File: config.mk
export PLATFORM = sky130hd
export DESIGN_NAME = mbu_ctrl
export DESIGN_NICKNAME = d
export VERILOG_FILES = /design/src/design/mbu_pkg.sv /design/src/design/mbu_ctrl.sv
export SDC_FILE = /design/constraint.sdc
export NUM_CORES = 1
export LEC_CHECK = 0
export BUFFER_PORTS_ARGS = -buffer_cell sky130_fd_sc_hd__buf_2
export CAP_MARGIN = 20
export CORE_ASPECT_RATIO = 1.75
export CORE_MARGIN = 5
export CORE_UTILIZATION = 35
export CTS_CLUSTER_DIAMETER = 40
export DETAILED_ROUTE_END_ITERATION = 6
export PLACE_DENSITY = 0.69
export SETUP_SLACK_MARGIN = 0.1
export SYNTH_ARGS = -nofsm -noshare
export SYNTH_HDL_FRONTEND = slang
export SYNTH_SLANG_ARGS = --single-unit
File: constraint.sdc
create_clock -name clk_i -period 1.85 [get_ports clk_i]
set_clock_uncertainty 0.2 [all_clocks]
set_input_delay 0.0925 -clock clk_i [delete_from_list [all_inputs] [get_ports clk_i]]
set_output_delay 0.0925 -clock clk_i [all_outputs]
set_load 0.005 [all_outputs]
File: src/design/mbu_pkg.sv
// Package for the modular binomial unit: prime constants, command codes,
// datapath select codes and the controller/datapath command and status structs.
// No dependencies.
`default_nettype none

package mbu_pkg;

  localparam int unsigned VW = 30;  // residue width

  localparam logic [VW-1:0] PRIME   = 30'd998244353;
  localparam logic [30:0]   PRIME_X = 31'd998244353;
  localparam logic [30:0]   PRIME_2X = 31'd1996488706;
  // Fermat inverse exponent, p - 2
  localparam logic [30:0]   INV_EXP = 31'd998244351;
  // Barrett constant floor(2^60 / p)
  localparam logic [63:0]   MU_W = 64'h1000_0000_0000_0000 / 64'd998244353;
  localparam logic [30:0]   MU = MU_W[30:0];

  typedef enum logic [1:0] {
    CMD_POW  = 2'd0,
    CMD_COMB = 2'd1,
    CMD_PERM = 2'd2,
    CMD_NONE = 2'd3
  } cmd_e;

  typedef enum logic [2:0] {
    A_HOLD, A_ONE, A_ZERO, A_RD, A_MUL
  } a_sel_e;

  typedef enum logic [1:0] {
    B_HOLD, B_BASE, B_ACC, B_MUL
  } b_sel_e;

  typedef enum logic [1:0] {
    E_HOLD, E_EXP, E_INV, E_SHR
  } e_sel_e;

  typedef enum logic [2:0] {
    M_A_B, M_B_B, M_A_IDX, M_A_RD, M_N_A
  } mul_sel_e;

  typedef enum logic [1:0] {
    RD_TOP, RD_DIFF, RD_CHOOSE
  } rd_sel_e;

  typedef struct packed {
    logic     ld_item;
    a_sel_e   a_sel;
    b_sel_e   b_sel;
    e_sel_e   e_sel;
    logic     n_ld;
    rd_sel_e  rd_sel;
    logic     mul_start;
    mul_sel_e mul_sel;
    logic     idx_clr;
    logic     idx_inc;
    logic     fill_wr;
    logic     out_ld;
  } dp_cmd_t;

  typedef struct packed {
    cmd_e cmd;
    logic top_oor;
    logic r_bad;
    logic e_zero;
    logic e_lsb;
    logic mul_done;
    logic fill_last;
  } dp_status_t;

endpackage

`default_nettype wire

File: src/design/mbu_ctrl.sv
// Controller state machine: table fill after reset, item dispatch,
// square-and-multiply sequencing and output handshake. Depends on mbu_pkg.
`default_nettype none

module mbu_ctrl
  import mbu_pkg::*;
(
  input  wire logic       clk_i,
  input  wire logic       rst_ni,
  input  wire logic       in_valid_i,
  output logic            in_ready_o,
  output logic            out_valid_o,
  input  wire logic       out_ready_i,
  input  wire dp_status_t status_i,
  output dp_cmd_t         cmd_o
);

  localparam logic [4:0] S_FILL_INIT = 5'd0;
  localparam logic [4:0] S_FILL_MUL  = 5'd1;
  localparam logic [4:0] S_FILL_WAIT = 5'd2;
  localparam logic [4:0] S_IDLE      = 5'd3;
  localparam logic [4:0] S_DISPATCH  = 5'd4;
  localparam logic [4:0] S_N_CAP     = 5'd5;
  localparam logic [4:0] S_D_CAP     = 5'd6;
  localparam logic [4:0] S_R_CAP     = 5'd7;
  localparam logic [4:0] S_R_WAIT    = 5'd8;
  localparam logic [4:0] S_INV_SETUP = 5'd9;
  localparam logic [4:0] S_POW_BIT   = 5'd10;
  localparam logic [4:0] S_POW_WA    = 5'd11;
  localparam logic [4:0] S_POW_SQ    = 5'd12;
  localparam logic [4:0] S_POW_WB    = 5'd13;
  localparam logic [4:0] S_POW_END   = 5'd14;
  localparam logic [4:0] S_FIN_WAIT  = 5'd15;
  localparam logic [4:0] S_DONE      = 5'd16;

  logic [4:0] state_q, state_d;
  logic       ovld_q, ovld_d;

  always_comb begin
    state_d = state_q;
    cmd_o = '{ld_item: 1'b0, a_sel: A_HOLD, b_sel: B_HOLD, e_sel: E_HOLD,
               n_ld: 1'b0, rd_sel: RD_TOP, mul_start: 1'b0, mul_sel: M_A_B,
               idx_clr: 1'b0, idx_inc: 1'b0, fill_wr: 1'b0, out_ld: 1'b0};
    unique case (state_q)
      S_FILL_INIT: begin
        cmd_o.a_sel   = A_ONE;
        cmd_o.idx_clr = 1'b1;
        state_d       = S_FILL_MUL;
      end
      S_FILL_MUL: begin
        cmd_o.mul_start = 1'b1;
        cmd_o.mul_sel   = M_A_IDX;
        state_d         = S_FILL_WAIT;
      end
      S_FILL_WAIT: begin
        if (status_i.mul_done) begin
          cmd_o.a_sel   = A_MUL;
          cmd_o.fill_wr = 1'b1;
          if (status_i.fill_last) begin
            state_d = S_IDLE;
          end else begin
            cmd_o.idx_inc = 1'b1;
            state_d       = S_FILL_MUL;
          end
        end
      end
      S_IDLE: begin
        if (in_valid_i) begin
          cmd_o.ld_item = 1'b1;
          state_d       = S_DISPATCH;
        end
      end
      S_DISPATCH: begin
        unique case (status_i.cmd)
          CMD_POW: begin
            cmd_o.a_sel = A_ONE;
            cmd_o.b_sel = B_BASE;
            cmd_o.e_sel = E_EXP;
            state_d     = S_POW_BIT;
          end
          CMD_COMB, CMD_PERM: begin
            if (status_i.top_oor || status_i.r_bad) begin
              cmd_o.a_sel = A_ZERO;
              state_d     = S_DONE;
            end else begin
              cmd_o.rd_sel = RD_TOP;
              state_d      = S_N_CAP;
            end
          end
          default: begin
            cmd_o.a_sel = A_ZERO;
            state_d     = S_DONE;
          end
        endcase
      end
      S_N_CAP: begin
        cmd_o.n_ld   = 1'b1;
        cmd_o.rd_sel = RD_DIFF;
        state_d      = S_D_CAP;
      end
      S_D_CAP: begin
        cmd_o.a_sel = A_RD;
        if (status_i.cmd == CMD_COMB) begin
          cmd_o.rd_sel = RD_CHOOSE;
          state_d      = S_R_CAP;
        end else begin
          state_d = S_INV_SETUP;
        end
      end
      S_R_CAP: begin
        cmd_o.mul_start = 1'b1;
        cmd_o.mul_sel   = M_A_RD;
        state_d         = S_R_WAIT;
      end
      S_R_WAIT: begin
        if (status_i.mul_done) begin
          cmd_o.a_sel = A_MUL;
          state_d     = S_INV_SETUP;
        end
      end
      S_INV_SETUP: begin
        cmd_o.a_sel = A_ONE;
        cmd_o.b_sel = B_ACC;
        cmd_o.e_sel = E_INV;
        state_d     = S_POW_BIT;
      end
      S_POW_BIT: begin
        priority if (status_i.e_zero) begin
          state_d = S_POW_END;
        end else if (status_i.e_lsb) begin
          cmd_o.mul_start = 1'b1;
          cmd_o.mul_sel   = M_A_B;
          state_d         = S_POW_WA;
        end else begin
          state_d = S_POW_SQ;
        end
      end
      S_POW_WA: begin
        if (status_i.mul_done) begin
          cmd_o.a_sel = A_MUL;
          state_d     = S_POW_SQ;
        end
      end
      S_POW_SQ: begin
        cmd_o.mul_start = 1'b1;
        cmd_o.mul_sel   = M_B_B;
        state_d         = S_POW_WB;
      end
      S_POW_WB: begin
        if (status_i.mul_done) begin
          cmd_o.b_sel = B_MUL;
          cmd_o.e_sel = E_SHR;
          state_d     = S_POW_BIT;
        end
      end
      S_POW_END: begin
        if (status_i.cmd == CMD_POW) begin
          state_d = S_DONE;
        end else begin
          cmd_o.mul_start = 1'b1;
          cmd_o.mul_sel   = M_N_A;
          state_d         = S_FIN_WAIT;
        end
      end
      S_FIN_WAIT: begin
        if (status_i.mul_done) begin
          cmd_o.a_sel = A_MUL;
          state_d     = S_DONE;
        end
      end
      S_DONE: begin
        if (!ovld_q || out_ready_i) begin
          cmd_o.out_ld = 1'b1;
          state_d      = S_IDLE;
        end
      end
      default: begin
        state_d = S_FILL_INIT;
      end
    endcase
  end

  always_comb begin
    if (cmd_o.out_ld) begin
      ovld_d = 1'b1;
    end else if (out_ready_i) begin
      ovld_d = 1'b0;
    end else begin
      ovld_d = ovld_q;
    end
  end

  always_ff @(posedge clk_i or negedge rst_ni) begin
    if (!rst_ni) begin
      state_q <= S_FILL_INIT;
      ovld_q  <= 1'b0;
    end else begin
      state_q <= state_d;
      ovld_q  <= ovld_d;
    end
  end

  assign in_ready_o  = (state_q == S_IDLE);
  assign out_valid_o = ovld_q;

endmodule

`default_nettype wire
* Word level (Yosys, flattened, before mapping)
Index checks and enable logic that the tools add are counted.
Storage, ports and cells: register bits 6, bits in latches 0, memory bits (writable) 0, ROM bits 0, input port bits 12, output and inout bits 21, word-level logic and storage cells 76, memories kept 0
Operators by class: $add $sub $neg 0, multipliers 0, div/mod/pow operators 0, $lt $le $gt $ge 0, equal/unequal tests 25, shift-type cells 0, multiplexer cells 39, bitwise operators 0, reductions and logical operators 10
Operator list (count):
- $pmux W5 S17 | 1
- $mux W5 | 9
- $eq A5 B4 Y1 const B | 8
- $eq A5 B3 Y1 const B | 4
- $mux W4 | 5
- $pmux W4 S5 | 1
- $ne A2 B2 Y1 const B | 7
- $mux W3 | 4
- $pmux W3 S4 | 1
- $pmux W4 S3 | 1
- $eq A5 B2 Y1 const B | 2
- $mux W2 | 5
- $pmux W5 S2 | 1
- $mux W1 | 9
- $pmux W2 S2 | 2
- $reduce_and A7 Y1 | 1
- $eq A5 B1 Y1 const B | 1
- $eq A5 B5 Y1 const B | 1
- $logic_not A5 Y1 | 1
- $reduce_or A2 Y1 | 2
- $reduce_or A4 Y1 | 1
- $eq A2 B1 Y1 const B | 1
- $eq A2 B2 Y1 const B | 1
- $logic_not A2 Y1 | 1
- other kinds (3) | 4

* Depth between registers and ports, before layout
Gate-level depths: netlist of run 1.
depth after elaboration 5, mapped depth 8

* Worst setup path before layout of run 1
Ideal clock, no wire load.
path kind register -> register, start reg state_q[0], end reg state_q[2], library setup time 0.125 ns, arrival time 1.420 ns, data required time 1.525 ns, setup slack 0.105 ns, cell stages (with the launch flop) 5, period minus slack after synthesis 1.745 ns, cells stage by stage dfrtp_1 > or3_1 > a21oi_2 > a32o_4 > mux2_4
Between the ends: longest elaborated chain between the ends 3, elaborated cells between the ends (all ways) 26, those cells by class 23 x eq/ne; 1 x mux; 2 x reduce/logical
Ends and longest elaborated chain:
- start: declaration | line mbu_ctrl.sv:36 | logic [4:0] state_q, state_d;
- start signal: assignment | line mbu_ctrl.sv:198 | state_q <= state_d;
- $eq A5 B5 Y1, or another cell as far along | line mbu_ctrl.sv:44 | unique case (state_q)
- $ne A2 B2 Y1 (no source line)
- $reduce_and A7 Y1 (no source line)
Several ways; a longest one is shown, not always the timed one. A chain may end at the register's enable or synchronous reset.

==> results of run 1 <==
[how the worst max path moves through the flow]
stage	start	endpoint	slack, ps	cells after the start
5_1_grt	state_q[2]$_DFFE_PN0P_	cmd_o[7]	-280	6
3_5_place_dp	state_q[2]$_DFFE_PN0P_	state_q[0]$_DFFE_PN0P_	2	6
3_3_place_gp	state_q[2]$_DFFE_PN0P_	state_q[0]$_DFFE_PN0P_	3	6
2_1_floorplan	state_q[0]$_DFFE_PN0P_	state_q[2]$_DFFE_PN0P_	110	4
4_1_cts	state_q[2]$_DFFE_PN0P_	cmd_o[7]	-100	6
6_report	state_q[2]$_DFFE_PN0P_	cmd_o[7]	-140	6
[report_power, final]
group | total [mW] | internal (mW) | leakage, nW | switching [mW]
registers | 0.301 | 0.192 | 0.0715 | 0.109
logic | 2.16 | 1.09 | 0.679 | 1.07
clock network | 0.202 | 0.140 | 0.0216 | 0.0622
[layout by cell type, fill, tap and decap left out, types with 3 or more instances in the layout]
cell	count
o21ai_1	5
ha_1	3
nand3_1	4
clkbuf_8	3
buf_2	33
and2_1	3
a21oi_1	3
o21ai_0	3
buf_4	33
nor2_1	13
inv_1	5
and3_1	4
dfrtp_2	4
a31oi_1	4
buf_6	4
nand2_1	7
mux2i_1	3
[sequential cells by signal (all words and copies together) (netlist names)]
signal	cells
out_valid_o	1
state_q	5
[worst max-delay path, cell delays in order, from the launching register on]
cell and delay [ps]:
dfrtp_2 470, nor3b_2 230, o21bai_2 150, a21oi_1 70, or3_1 300, a21oi_1 130, buf_2 130
[cells by family (layout without fill, tap and decap cells)]
| logic type | Yosys count | count (layout) | share of synthesized area (%) |
|---|---|---|---|
| AND/OR/NAND/NOR | 56 | 56 | 32.1 |
| AO/OA/AOI/OAI | 37 | 37 | 28.4 |
| buffers and inverters | 21 | 84 | 12.5 |
| flip-flops | 6 | 6 | 16.2 |
| multiplexers | 4 | 4 | 4.85 |
| adder cells (fa/ha/maj) | 3 | 3 | 4.04 |
| XOR/XNOR | 2 | 2 | 1.89 |
[per-layer routing]
layer	routed length (um)	share of wire, %	vias to the layer above
li1	-	-	600
met1	1370	34	633
met2	2290	57	55
met3	202	5.1	16
met4	138	3.5	0
met5	0	0	-
[cell type report]
class	instances	area [um2]	share of cell area, %
flip-flops and latches	6	155	9.84
inverters	8	36.3	2.30
multi-input cells	102	808	51.3
well taps	26	32.5	2.06
clock buffers	3	41.3	2.62
repair buffers	73	503	31.9
[synth_stat cells, drive strengths merged (2+ instances only)]
library cell,n,share of area (%)
nor2,15,6.3
buf,12,8.9
o21ai,10,5.4
inv,8,3.2
nand2,7,2.8
dfrtp,6,16
a31oi,5,3.4
nand3,5,2.7
nor3,5,2.7
a21oi,4,2.6
and3,4,2.7
nand2b,4,2.7
and2,3,2.0
ha,3,4.0
mux2i,3,3.2
nor2b,3,2.0
a22o,2,1.9
nand3b,2,1.6
nor4b,2,1.9
o211ai,2,1.6
o22ai,2,1.3
or3,2,1.3
[per-stage QoR]
stage | TNS, ps | power, mW | std cells | hold WS, ps | worst slack [ps]
floorplan | 0 | 1.21 | 129 | -403 | 105
global placement | 0 | 1.74 | 196 | -281 | 3.47
detailed placement | 0 | 1.76 | 196 | -280 | 1.81
CTS | -220 | 2.17 | 206 | 5.91 | -97.2
global route | -1740 | 2.84 | 218 | 41.1 | -276
finish | -760 | 2.66 | 218 | 6.31 | -144
[what timing repair did]
action | in CTS | in global routing
hold endpoints to repair | 6 | 0
hold buffers | 1 | 0
pin swaps | 5 | 9
gates resized for setup | 19 | 27
setup buffers | 6 | 12
cloned | 0 | 0
endpoints found under the setup margin | 19 | 24
==> impl_metrics.tcl, run 1 <==
set metrics [dict create \
    r2r_slack_ps -50 \
    vias_per_cell 5.98 \
    grt_remaining_overflow 0 \
    leakage_nw 0.772 \
    ys_types 46 \
    die_h_um 78.1 \
    period_share_pct 108 \
    grt_max_degree 18 \
    rsz0062_at_grt "yes" \
    min_from "out_ready_i" \
    slew_headroom_pct 65.3 \
    power.density_nw_per_um2 1690 \
    wire_per_inst_um 18.3 \
    area_delta_synth_final_pct 69.8 \
    r2r_end "state_q[2]$_DFFE_PN0P_" \
    worst_ep_required_time_ps 1560 \
    crit_path_start_kind "register" \
    fillCellCount 221 \
    fmax_mhz 502 \
    ys.flop_type "dfrtp_1" \
    h-tree-depth 1 \
    ys_ff_latch 6 \
    grt_usage_pct 19.3 \
    gp_congestion 0.943 \
    vias 1304 \
    die_w_um 48.9 \
    diodes 0 \
    grt_busiest_layer "met2" \
    outcome "finished, violations left" \
    cp-end-kind "output pin" \
    syn-num-nets 144 \
    drive_above_1_share_pct 54.7 \
    arrival_ps 1700 \
    fp.coreArea_um2 2520 \
    slew_viol_final 0 \
    cts_root_buf "clkbuf_8" \
    ant_nets 0 \
    worstRegToRegCells 6 \
    layout_setup_ws_ps -144 \
    critPathMaxFanout 8 \
    clk_path_buf_depth 2 \
    maxCapViolCount 0 \
    r2r_start "state_q[2]$_DFFE_PN0P_" \
    synth_area_um2 928 \
    rows 24 \
    async_flop_share_pct 100 \
    cts_buffers 3 \
    first_pass_iters 4 \
    violations "setup timing" \
    vdd_drop_max_uv 761 \
    die-area_um2 3820 \
    yosys_warnings 0 \
    synth-edff-count 0 \
    path_clk_slew_ps 40 \
    cts.sinks 6 \
    cts_tree "done" \
    setup_viol 11 \
    path_class "reg2out" \
    grt_pass1_wl_um 5980 \
    finalInstanceArea_um2 1580 \
    post_dp_cell_area_um2 1210 \
    drt_iter0_drc 55 \
    hold_viol_final 0 \
    grt.met2_usage_pct 35.7 \
    final_util_pct 62.5 \
    yosysSeqAreaShare_pct 16.2 \
    start_util_pct 36.8 \
    netlist_instances 129 \
    grt_antenna_before_repair 0 \
    nNetsFinal 209 \
    use_met3_pct 4.17 \
    hold_class "in2reg" \
    ios 33 \
    hold_path_end "out_valid_o$_DFFE_PN0P_" \
    portBuffers 32 \
    tightest_slew_ps 513 \
    drt-total-wl_um 4000 \
    use_met1_pct 19.2 \
    dp_hpwl_um 2540 \
    avgSynthCellArea_um2 7.20 \
    grt_pass1_vias 1267 \
    insertion_delay_ps 230 \
    layout_min_cycle_time_ps 1990 \
    holdPathStages 3 \
    drc 0 \
]
Power figures use the tool's default switching activity.
==> run 2, diff against run 1 <==
--- a/config.mk
+++ b/config.mk
@@ -7,12 +7,11 @@
 export LEC_CHECK = 0
 export BUFFER_PORTS_ARGS = -buffer_cell sky130_fd_sc_hd__buf_2
 export CAP_MARGIN = 20
-export CORE_ASPECT_RATIO = 1.75
 export CORE_MARGIN = 5
-export CORE_UTILIZATION = 35
+export CORE_UTILIZATION = 44
 export CTS_CLUSTER_DIAMETER = 40
 export DETAILED_ROUTE_END_ITERATION = 6
-export PLACE_DENSITY = 0.69
+export PLACE_DENSITY = 0.82
 export SETUP_SLACK_MARGIN = 0.1
 export SYNTH_ARGS = -nofsm -noshare
 export SYNTH_HDL_FRONTEND = slang
==> run 2 against run 1 <==
  * The run still ends with setup timing left
  * Non-clock buffer count is 5 lower
  * Global-route usage is 2.2 points higher
  * Die area is 18% lower
  * Critical path type is now reg2reg
  * Critical path depth is 1 lower
==> impl_metrics.tcl, run 2 (synthesis results as in run 1) <==
set metrics [dict create \
    drive_above_1_share_pct 50.3 \
    nNetsFinal 204 \
    power_frac_comb_pct 82.8 \
    regMostFlops "state_q" \
    p_sw_share_pct 48.0 \
    dpl.cell_count 190 \
    path_clk_slew_ps 40 \
    vias 1357 \
    crit_family "compound AO/OA/AOI/OAI gates" \
    dp_hpwl_um 2210 \
    leakage_nw 0.715 \
    grt_antenna_before_repair 1 \
    max_stage_delay_ps 440 \
    power.density_nw_per_um2 1670 \
    rsz0062_at_grt "yes" \
    vias_per_cell 6.31 \
    insertion_delay_ps 250 \
    grt_usage_pct 21.5 \
    cp-end-kind "register" \
    drc 0 \
    instances_no_fill 215 \
    grt_remaining_overflow 0 \
    worst_ep_required_time_ps 1780 \
    grt_max_degree 14 \
    path_class "reg2reg" \
    area_delta_synth_final_pct 60.2 \
    p_seq_share_pct 12.3 \
    worstPathCellList "buf_4, or3_1, a21oi_2, a32o_4, mux2_4" \
    ios 33 \
    die_w_um 55.9 \
    first_pass_iters 4 \
    switchingPower_mw 1.19 \
    layout_commonest_cell "buf_2" \
    fmax_mhz 492 \
    hold_class "in2out" \
    cts.sinks 6 \
    drt_iter0_drc 103 \
    cts_buffers 3 \
    maxCapViolCount 0 \
    tightest_slew_ps 422 \
    vdd_drop_max_uv 1220 \
    slew_headroom_pct 71.2 \
    fp.coreArea_um2 1980 \
    gp_congestion 0.907 \
    final_cell_mix "buf_2 (33), buf_4 (23), nor2_1 (13), buf_6 (9)" \
    crit_path_top_delay_cell "dfrtp_2" \
    grt_pass1_vias 1141 \
    wire_per_inst_um 19.4 \
    hold_viol_final 0 \
    crit_path_start_kind "register" \
    hold_ws_ps 255 \
    fillCellCount 138 \
    rows 16 \
    drt-total-wl_um 4180 \
    pwr-share-clk_pct 4.9 \
    violations "setup timing" \
    largest_reg_flops 5 \
    internal_power_mw 1.29 \
    setup-tns-final_ps -969 \
    layout_setup_ws_ps -181 \
    slew_viol_final 0 \
    setup_viol 12 \
    layout_min_cycle_time_ps 2030 \
    die-area_um2 3130 \
    start_util_pct 46.8 \
    critPathMaxFanout 6 \
    pre_cts_ws_ps 18.6 \
    die_h_um 55.9 \
    critPathBufInv 1 \
    arrival_ps 1960 \
    ant_nets 0 \
    period_share_pct 110 \
    h-tree-depth 1 \
    portBuffers 32 \
    cts_tree "done" \
    grt_pass1_wl_um 5490 \
    clk_path_buf_depth 2 \
    cts_root_buf "clkbuf_4" \
    outcome "finished, violations left" \
]
==> run 2: routing by layer <==
metal  vias up  global-route usage (%)  wire, um
li1        587                       -         -
met1       626                    26.2      1500
met3        31                    6.26       433
met4         0                    9.15       252
met5         -                       0         0
met2       113                    35.1      1990
==> run 2: power groups by stage <==
| stage | Sequential, mW | Combinational [mW] | Clock, mW |
|---|---|---|---|
| after floorplan | 0.229 | 0.982 | 0 |
| after global placement | 0.254 | 1.37 | 0 |
| after detailed placement | 0.257 | 1.40 | 0 |
| after CTS | 0.263 | 1.65 | 0.124 |
| after global routing | 0.307 | 2.18 | 0.145 |
| final | 0.305 | 2.06 | 0.123 |
==> run 2: area by class of cell <==
class,count,area [um2],area share [%]
clock buffers,3,22.5,1.51
flip-flops and latches,6,155,10.4
well taps,27,33.8,2.27
diodes,1,2.50,0.168
inverters,8,36.3,2.44
repair buffers,68,469,31.5
multi-input cells,102,768,51.6
==> run 2: final timing paths <==
path	startpoint	end	slack, ps	cells after the start
worst min register to register	out_valid_o$_DFFE_PN0P_	out_valid_o$_DFFE_PN0P_	440	2
worst max register to register	state_q[2]$_DFFE_PN0P_	state_q[2]$_DFFE_PN0P_	-180	5
worst min-delay path	status_i[0]	cmd_o[2]	260	3
worst max-delay path	state_q[2]$_DFFE_PN0P_	state_q[2]$_DFFE_PN0P_	-180	5
min in group asynchronous	rst_ni	state_q[0]$_DFFE_PN0P_	590	3
max in group asynchronous	rst_ni	state_q[2]$_DFFE_PN0P_	610	3
==> run 2: per-stage QoR <==
step | util [%] | power (mW) | area (um2)
after floorplan | - | 1.21 | 928
after detailed placement | 58.0 | 1.66 | 1150
final | 75.1 | 2.48 | 1490
after CTS | 67.0 | 2.03 | 1330
after global routing | 75.1 | 2.63 | 1490
after global placement | 58.0 | 1.62 | 1150
==> run 2: worst register-to-register path, stage by stage, from the launching register on <==
cell	delay, ps
dfrtp_2	440
buf_4	170
or3_1	330
a21oi_2	230
a32o_4	230
mux2_4	310
==> run 2: repair_timing <==
item                                    4_1_cts  5_1_grt
hold endpoints to repair                      7        0
buffers inserted                              8       10
hold buffers                                  3        0
gates cloned                                  0        1
endpoints found under the setup margin       19       22
pin swaps                                     6        7
resized for setup                            17       21
==> run 3, diff against run 2 <==
--- a/config.mk
+++ b/config.mk
@@ -11,6 +11,7 @@
 export CORE_UTILIZATION = 44
 export CTS_CLUSTER_DIAMETER = 40
 export DETAILED_ROUTE_END_ITERATION = 6
+export GPL_TIMING_DRIVEN = 0
 export PLACE_DENSITY = 0.82
 export SETUP_SLACK_MARGIN = 0.1
 export SYNTH_ARGS = -nofsm -noshare
==> run 3 against run 2 <==
  * The flow still finishes with violations (setup timing)
  * Global-route usage up 3.1 points
  * Final cell count up 1.9%
  * Critical path depth up 2
  * Via count up 5.1%
  * Hold slack worse by 25 ps
  * Critical path type is now reg2out
  * Largest cell class unchanged
  * Largest power group unchanged
  * Highest routed layer unchanged
==> impl_metrics.tcl, run 3 (synthesis results as in run 1) <==
set metrics [dict create \
    portBuffers 32 \
    vias 1426 \
    r2r_slack_ps -130 \
    hold_path_end "cmd_o[2]" \
    r2r_start "state_q[2]$_DFFE_PN0P_" \
    final_cell_mix "buf_2 (31), buf_4 (27), nor2_1 (12), buf_6 (9), o21ai_0 (7)" \
    cp-end-kind "output pin" \
    cpMostUsedCell "buf_4" \
    fillCellCount 121 \
    rows 16 \
    crit_family "simple AND/OR/NAND/NOR gates" \
    drc 0 \
    diodes 0 \
    leakage_nw 0.751 \
    hold_viol_final 0 \
    power_mw 2.58 \
    power_frac_comb_pct 84.2 \
    grt_max_degree 11 \
    first_pass_iters 5 \
    drive_above_1_share_pct 53.6 \
    largest_reg_flops 5 \
    vias_per_cell 6.51 \
    drt-total-wl_um 4400 \
    nNetsFinal 209 \
    worst_ep_required_time_ps 1560 \
    min_from "status_i[0]" \
    h-tree-depth 1 \
    grt.met2_usage_pct 40.9 \
    critPathBufInv 3 \
    fp.coreArea_um2 1980 \
    path_clk_slew_ps 50 \
    dpl.cell_count 188 \
    arrival_ps 1860 \
    cts_buffers 3 \
    use_met3_pct 5.80 \
    use_met1_pct 28.5 \
    multi_input_area_um2 803 \
    gp_congestion 0.988 \
    grt_pass1_vias 1326 \
    grt_busiest_layer "met2" \
    grt_remaining_overflow 0 \
    hold_ws_ps 230 \
    outcome "finished, violations left" \
    crit_path_top_delay_cell "dfrtp_2" \
    drt_iter0_drc 98 \
    instances_no_fill 219 \
    power.density_nw_per_um2 1640 \
    layout_min_cycle_time_ps 2150 \
    p_sw_share_pct 49.0 \
    hold_class "in2out" \
    period_share_pct 116 \
    grt_pass1_wl_um 6170 \
    rsz0062_at_grt "yes" \
    switchingPower_mw 1.26 \
    die-area_um2 3130 \
    r2r_end "state_q[2]$_DFFE_PN0P_" \
    pwr-share-clk_pct 5.2 \
    slew_headroom_pct 68.3 \
    crit_path_start_kind "register" \
    final_util_pct 79.2 \
    ios 33 \
    fmax_mhz 464 \
    internal_power_mw 1.31 \
    holdPathStages 3 \
    grt_usage_pct 24.6 \
    maxCapViolCount 0 \
    die_h_um 55.9 \
    critPathMaxFanout 5 \
    p_seq_share_pct 10.6 \
    tightest_slew_ps 469 \
    pre_cts_ws_ps -30.9 \
    layout_setup_ws_ps -305 \
    wire_per_inst_um 20.1 \
    worstPathCellList "buf_4, or2b_1, nor2_4, a31oi_1, nor2_1, buf_4, buf_2" \
    vdd_drop_max_uv 1260 \
    ant_nets 0 \
    layout_commonest_cell "buf_2" \
    clk_path_buf_depth 2 \
    dp_hpwl_um 2200 \
    regArea_um2 153 \
    worstRegToRegCells 5 \
    start_util_pct 46.8 \
    slew_viol_final 0 \
    setup_viol 16 \
    area_delta_synth_final_pct 69.1 \
    regMostFlops "state_q" \
    die_w_um 55.9 \
    cts.sinks 6 \
    cts_tree "done" \
    max_stage_delay_ps 420 \
    path_class "reg2out" \
    cts_root_buf "clkbuf_4" \
    insertion_delay_ps 260 \
    grt_antenna_before_repair 0 \
    violations "setup timing" \
]
==> run 3: worst max-delay path by stage <==
stage / start / end / slack [ps] / cells after the start
after floorplan: state_q[0]$_DFFE_PN0P_ / state_q[2]$_DFFE_PN0P_ / 110 / 4
after global placement: state_q[2]$_DFFE_PN0P_ / state_q[2]$_DFFE_PN0P_ / -30 / 4
after detailed placement: state_q[2]$_DFFE_PN0P_ / state_q[2]$_DFFE_PN0P_ / -30 / 4
after CTS: state_q[2]$_DFFE_PN0P_ / cmd_o[7] / -110 / 6
after global routing: state_q[2]$_DFFE_PN0P_ / cmd_o[13] / -290 / 7
final: state_q[2]$_DFFE_PN0P_ / cmd_o[13] / -300 / 7
==> run 3: cell type report <==
type / count / share of cell area, %
Tap cell: 27 / 2.15
Timing Repair Buffer: 60 / 25.7
Multi-Input combinational cell: 102 / 51.2
Buffer: 13 / 7.73
Clock buffer: 3 / 1.43
Sequential cell: 6 / 9.72
Inverter: 8 / 2.15
==> run 3: repair_timing <==
| item | in CTS | in global routing |
|---|---|---|
| setup buffers | 20 | 5 |
| hold buffers | 3 | 0 |
| pin swaps | 15 | 11 |
| endpoints found under the hold margin | 7 | 0 |
| endpoints found under the setup margin | 20 | 25 |
| resized for setup | 33 | 16 |
==> run 3: per-stage QoR <==
step	setup TNS, ps	area, um2
after floorplan	0	928
after CTS	-310	1460
after detailed placement	-52.2	1120
final	-1700	1570
after global routing	-2120	1570
after global placement	-66.9	1120
==> run 3: power groups by stage <==
stage	logic (mW)	clock network [mW]	registers, mW
final	2.17	0.134	0.274
after global routing	2.29	0.142	0.277
after CTS	1.82	0.125	0.256
after detailed placement	1.32	0	0.249
after global placement	1.30	0	0.251
after floorplan	0.982	0	0.229
==> run 3: tightest hold or removal path, delay by kind of cell <==
| kind | cells | cell delay (ps) |
|---|---|---|
| buffers and inverters | 2 | 200 |
| and+or+nand+nor | 1 | 40 |
==> run 3: layer usage <==
layer | part of all wire, % | routed length (um) | vias up
li1 | - | - | 593
met1 | 34 | 1480 | 637
met2 | 46 | 2030 | 154
met3 | 12 | 538 | 42
met4 | 7.9 | 350 | 0
met5 | 0 | 0 | -
